### config.mk
export PLATFORM = sky130hd
export DESIGN_NAME = fmk_isqrt
export DESIGN_NICKNAME = d
export VERILOG_FILES = /design/src/hdl/fmk_pkg.sv /design/src/hdl/fmk_isqrt.sv
export SDC_FILE = /design/constraint.sdc
export NUM_CORES = 2
export LEC_CHECK = 0
export BUFFER_PORTS_ARGS = -buffer_cell sky130_fd_sc_hd__buf_2
export CAP_MARGIN = 10
export CORE_ASPECT_RATIO = 1.25
export CORE_MARGIN = 1
export CORE_UTILIZATION = 30
export DETAILED_ROUTE_END_ITERATION = 10
export HOLD_SLACK_MARGIN = 0.12
export SLEW_MARGIN = 20
export SYNTH_ARGS = -nofsm -noshare
export SYNTH_HDL_FRONTEND = slang
export SYNTH_SLANG_ARGS = --single-unit
### constraint.sdc
create_clock -name clock -period 4.3 [get_ports clock]
set_input_delay 0.215 -clock clock [delete_from_list [all_inputs] [get_ports clock]]
set_output_delay 0.215 -clock clock [all_outputs]
set_load 0.05 [all_outputs]
### src/hdl/fmk_pkg.sv
// Package for the four-momentum kinematics block: widths, stage positions and constants.
// It depends on nothing; every other file imports it.
package fmk_pkg;

   localparam int CW        = 24;
   localparam int FRAC_BITS = 12;

   localparam int SQ_W   = 2 * CW;
   localparam int ROOT_W = CW;
   localparam int M2_W   = 2 * CW + 1;
   localparam int MASS_W = CW + 1;
   localparam int MAG_W  = CW;
   localparam int RAP_W  = 17;
   localparam int AB_W   = CW + 1;

   localparam int LOG_FRAC  = 28;
   localparam int MANT_FRAC = 30;
   localparam int MANT_W    = MANT_FRAC + 1;
   localparam int EXP_W     = $clog2(AB_W);
   localparam int LOGV_W    = EXP_W + LOG_FRAC;

   localparam int HALF_LN2_W = 29;
   localparam logic [HALF_LN2_W-1:0] HALF_LN2 = 29'd372130559;
   localparam int PROD_W = LOGV_W + HALF_LN2_W;
   localparam int RND_SH = LOG_FRAC + MANT_FRAC - FRAC_BITS;

   localparam int SQRT_OUT = 3 + ROOT_W;
   localparam int LOG_OUT  = 2 + LOG_FRAC;
   localparam int JOIN     = (SQRT_OUT > LOG_OUT) ? SQRT_OUT : LOG_OUT;
   localparam int ROOT_DLY = JOIN - SQRT_OUT;
   localparam int LOG_DLY  = JOIN - LOG_OUT;
   localparam int SIDE_N   = JOIN - 3;
   localparam int LAST     = JOIN + 3;
   localparam int N_STG    = LAST + 1;

   typedef struct packed {
      logic [ROOT_W-1:0] mass;
      logic [ROOT_W-1:0] trans;
      logic [ROOT_W-1:0] spat;
   } roots_type;

   typedef struct packed {
      logic [M2_W-1:0] m2;
      logic            neg;
      logic            ok;
   } side_type;

endpackage

### src/hdl/fmk_isqrt.sv
// Pipelined integer square root, one result bit per stage, floor result.
// Depends on fmk_pkg; the enable is the pipeline advance of the top level.
module fmk_isqrt
   import fmk_pkg::*;
(
   input  logic              clock,
   input  logic              en,
   input  logic [SQ_W-1:0]   value_in,
   output logic [ROOT_W-1:0] root_out
);
   localparam int REM_W = ROOT_W + 2;

   logic [SQ_W-1:0]   n_ff [ROOT_W];
   logic [ROOT_W-1:0] q_ff [ROOT_W];
   logic [REM_W-1:0]  r_ff [ROOT_W];
   logic [SQ_W-1:0]   n_in [ROOT_W];
   logic [ROOT_W-1:0] q_in [ROOT_W];
   logic [REM_W-1:0]  r_in [ROOT_W];

   always_comb begin
      logic [SQ_W-1:0]   src_n;
      logic [ROOT_W-1:0] src_q;
      logic [REM_W-1:0]  src_r;
      logic [REM_W+1:0]  rr;
      logic [REM_W+2:0]  diff;
      for (int k = 0; k < ROOT_W; k++) begin
         if (k == 0) begin
            src_n = value_in;
            src_q = '0;
            src_r = '0;
         end else begin
            src_n = n_ff[k-1];
            src_q = q_ff[k-1];
            src_r = r_ff[k-1];
         end
         rr   = {src_r, src_n[SQ_W-1 -: 2]};
         diff = {1'b0, rr} - {3'b000, src_q, 2'b01};
         n_in[k] = src_n << 2;
         if (!diff[REM_W+2]) begin
            r_in[k] = diff[REM_W-1:0];
            q_in[k] = {src_q[ROOT_W-2:0], 1'b1};
         end else begin
            r_in[k] = rr[REM_W-1:0];
            q_in[k] = {src_q[ROOT_W-2:0], 1'b0};
         end
      end
   end

   always_ff @(posedge clock) begin
      if (en) begin
         for (int k = 0; k < ROOT_W; k++) begin
            n_ff[k] <= n_in[k];
            q_ff[k] <= q_in[k];
            r_ff[k] <= r_in[k];
         end
      end
   end

   assign root_out = q_ff[ROOT_W-1];
endmodule

======== After elaboration in Yosys (flattened, before gate mapping) ========
Memories as Yosys holds them, arrays and structs flattened.
Cells that the tools add are included.
word-level totals
  memories kept ........................... 3
  input bits .............................. 50
  register bits after elaboration ......... 0
  memory bits (writable) .................. 2,304
  output and inout port bits .............. 24
memory list
  memory  words  bits a word  read ports  clocked after memory_dff  wr ports  RTL line         source
  n_ff    24     46           23          0                         24        fmk_isqrt.sv:13  logic [SQ_W-1:0] n_ff [ROOT_W];
  r_ff    24     26           23          0                         24        fmk_isqrt.sv:15  logic [REM_W-1:0] r_ff [ROOT_W];
  q_ff    24     24           24          0                         24        fmk_isqrt.sv:14  logic [ROOT_W-1:0] q_ff [ROOT_W];
operators by class
  add/sub/neg operators ................... 24
  muxes and demuxes ....................... 50
operators with widths
  operator                                                            count
  28-bit by 26-bit subtractor with 29-bit output                      23
  26-bit 2-to-1 mux                                                   24
  1-bit 2-to-1 mux                                                    26
  2-bit by 1-bit subtractor with 3-bit output, second input constant  1

======== Logic depth before layout (Yosys ltp) ========
An unclocked memory read counts as a cell.
  word-level depth ........................ 3
  gate-level depth with buffers ........... 14

======== Worst setup path before layout ========
OpenSTA, ideal clock, no wires.
  kind .................................... reg2reg
  start ................................... mem r_ff[2][104] (netlist bit)
  end ..................................... mem r_ff[2][146] (netlist bit) (data pin)
  library setup time ...................... 260 ps
  data arrival time ....................... 3,205 ps
  data required time ...................... 4,040 ps
  path slack .............................. 835 ps
  cell stages (with the launch flop) ...... 11
  cell sequence ........................... edfxtp_1 ha_1 nor2b_1 o31a_1 o311ai_0 nand2_1 a311oi_1 a31oi_1 a21oi_1 clkbuf_1 mux2_2
RTL lines
  item                RTL line
  start: declaration  fmk_isqrt.sv:15

==> run summary <==
Worst setup margin - 0.4274 ns
Crit-path slowest cell - a41oi_1
Fmax - 258.2 MHz
LEAKAGE - 28.04 nW
Global-route wire length before repair - 182.0 mm
Post-CTS repair timing setup buffer count - 0
Top area cells in the synthesized netlist - edfxtp_1, ha_1, xnor2_1
Layout fillers - 20,240
Worst min path class - in2reg
Core area - 212,600 sq um
Worst path required time - 4.80 ns
PD cells - 507.6 nW/um^2
Routed via count - 36,980
CTS buffer count - 152
Worst setup SP type - register
DRT iter0 DRCs - 1,737
Slew headroom - 28.76%
Initial cell density of the core - 30.26%
Seq/Total Area, Yosys - 65.63%
Fin. max-slew vios - 0
Die X - 416.2 um
RePlAce Congestion - 0.9151
Yosys cell types - 77
EDFF count, synth - 1,406
Number of setup violations in the final report - 0
Setup WS pre-CTS - 0.4906 ns
Syn_area_per_cell - 13.21 sq um
DRC - 0
Top delay family on crit path - compound AO/OA/AOI/OAI gates
Die area - 216,300 sq um
CP Max Fanout - 35
Fraction of layout cells with a size suffix above 1 - 9.151%
Port Buffers - 73
Status - completed
Worst Setup End Kind - register
Worst path max stage delay - 0.58 ns
Synth-to-Final Area Change - 15.75%
Critical path arrival - 4.38 ns
All-Layer GR Usage - 10.23%
Wirelength, routed - 113.5 mm
Clk_skew - 0.05436 ns
I/O Pins - 74
Worst path bufs/invs - 2
Fin cells - 8,025
PnR Total Power - 37.80 mW
Rows - 189
Antenna Cells - 0
Maximum VDD drop - 0.4322 mV
Avg WL per Cell - 14.15 um
Largest net degree at the start of global routing - 180
Post-DRT Antenna Nets - 0
# H-tree levels - 4
Hold_buf cts - 93
Synthesized area - 64,330 sq um
Fin nets - 5,475
Setup TNS - 0 ns
Async SR Flop Fraction - 0%
Placed Area - 68,210 sq um
Global-route congestion overflow total - 0
Number of global-route vias before repair - 38,650
CTS Sinks - 1,406
Worst slew pin tran - 1.069 ns
Design Area, Final - 74,470 sq um
Final hold vios - 0
Cells after Synth - 4,870
Cell taking the most area after synthesis - edfxtp_1
Synth warnings - 0
Minimum clock period - 3.873 ns
Dpl hpwl - 79.61 mm
Drt via density - 4.608
Cells along the critical path - ha_1, nor2b_1, o311ai_0, buf_4, nor3b_1, o21ai_0, a41oi_1, o22ai_1, nor2_2, buf_12, o21ai_0
Placed Cells incl. Taps - 7,648
CTS clk-pin slew, worst paths - 0.06 ns
CTS tree - built
Clk buf depth - 3
Share of the synthesized area in the top cell type - 65.63%
Max cap viols - 0
Initial antenna violation count - 1
DR pass1 iterations - 5
Crit share post-route - 90.06%
Die Y - 519.7 um
Post-CTS sizing - 0
Synth Register Bits - 1,406
Synthesized Nets - 5,219
RSZ-0062 raised after global routing - false
Clock tree root driver cell - clkbuf_16
Most frequent CP cell - o21ai_0
Worst-Skew Late Latency - 0.79 ns
Critical Setup Path Class - reg2reg
Post-synth top flop - edfxtp_1
[synthesized netlist by cell type (22+ instances only)]
| master | n |
|---|---|
| nand2_1 | 301 |
| buf_4 | 24 |
| ha_1 | 299 |
| o31ai_1 | 28 |
| or2_2 | 36 |
| nor2b_1 | 45 |
| nand2b_1 | 56 |
| mux2_2 | 56 |
| inv_1 | 392 |
| or3_1 | 61 |
| xnor2_1 | 223 |
| nand4_1 | 22 |
| o21a_1 | 70 |
| nand3_1 | 74 |
| clkbuf_1 | 84 |
| a21o_1 | 102 |
| o21ai_0 | 258 |
| a211oi_1 | 25 |
| and3_1 | 23 |
| edfxtp_1 | 1406 |
| or4_1 | 38 |
| nor2_1 | 299 |
| a21oi_1 | 287 |
| a31oi_1 | 28 |
| nor3_1 | 122 |
| nor4_1 | 53 |
| xor2_1 | 213 |
[metrics by stage]
step | hold WS, ns | utilization, %
6_report | 0.1806 | 35.03
5_1_grt | 0.1574 | 35.03
4_1_cts | 0.1228 | 35.03
3_5_place_dp | 0.3931 | 32.09
3_3_place_gp | 0.3941 | 32.09
2_1_floorplan | 0.3139 | -
[metal layers]
metal  track usage, %  routed length (um)  up-vias
met1            8.823               38910    17590
met2            21.19               65610      577
met3            2.074                3478      337
met5                0                   0        -
met4            5.635                5547        0
li1                 -                   -    18470
[where the power goes]
group          total (mW)  internal, mW  switching [mW]
Sequential           18.0          17.1           0.872
Clock                13.7          8.19            5.47
Combinational        6.17          2.69            3.48
Total                37.8          28.0            9.82
[cell type report]
class	count	area [sq um]	area share (%)
Sequential cell	1406	42220	56.70
Multi-Input combinational cell	2956	20140	27.04
Clock buffer	171	3918	5.261
Tap cell	2769	3465	4.652
Timing Repair Buffer	217	1844	2.477
Inverter	393	1475	1.981
Clock inverter	113	1408	1.890
[worst paths after layout]
kind | start | endpoint | slack, ns | cells after the start
worst max-delay path | r_ff[2][130] | r_ff[2][159] | 0.43 | 11
worst min-delay path | value_in[6] | n_ff[0][6] | 0.18 | 2
worst max register to register | r_ff[2][130] | r_ff[2][159] | 0.43 | 11
worst min register to register | n_ff[0][303] | n_ff[0][351] | 0.39 | 0
[registers in the layout, summed over array words and instances (netlist names)]
signal	count
q_ff	300
n_ff	552
r_ff	554
[cell families (layout without fill, tap and decap cells)]
kind of cell    after synthesis  count (layout)  synth area share, %
compound gates              950             950                9.104
other cells                   1               1             0.005829
xor+xnor                    436             436                5.936
buf+inv                     508             894                3.131
mux                          64              64                1.105
flops                      1406            1406                65.63
fa+ha+maj                   299             299                5.815
simple gates               1206            1206                9.275
[placed cells by master (no fill, tap or decap), types with 39 or more instances in the layout]
cell type,synthesis,layout
edfxtp_1,1406,1406
inv_1,392,392
nand2_1,301,301
ha_1,299,299
nor2_1,299,298
a21oi_1,287,285
o21ai_0,258,258
xnor2_1,223,223
xor2_1,213,213
clkbuf_16,0,154
nor3_1,122,120
a21o_1,102,102
dlygate4sd3_1,0,93
nand3_1,74,74
buf_2,2,72
o21a_1,70,70
or3_1,61,61
nand2b_1,56,56
mux2_2,56,56
nor4_1,53,53
nor2b_1,45,45
buf_4,24,39
Note: power is estimated with default switching activity, not from simulation.
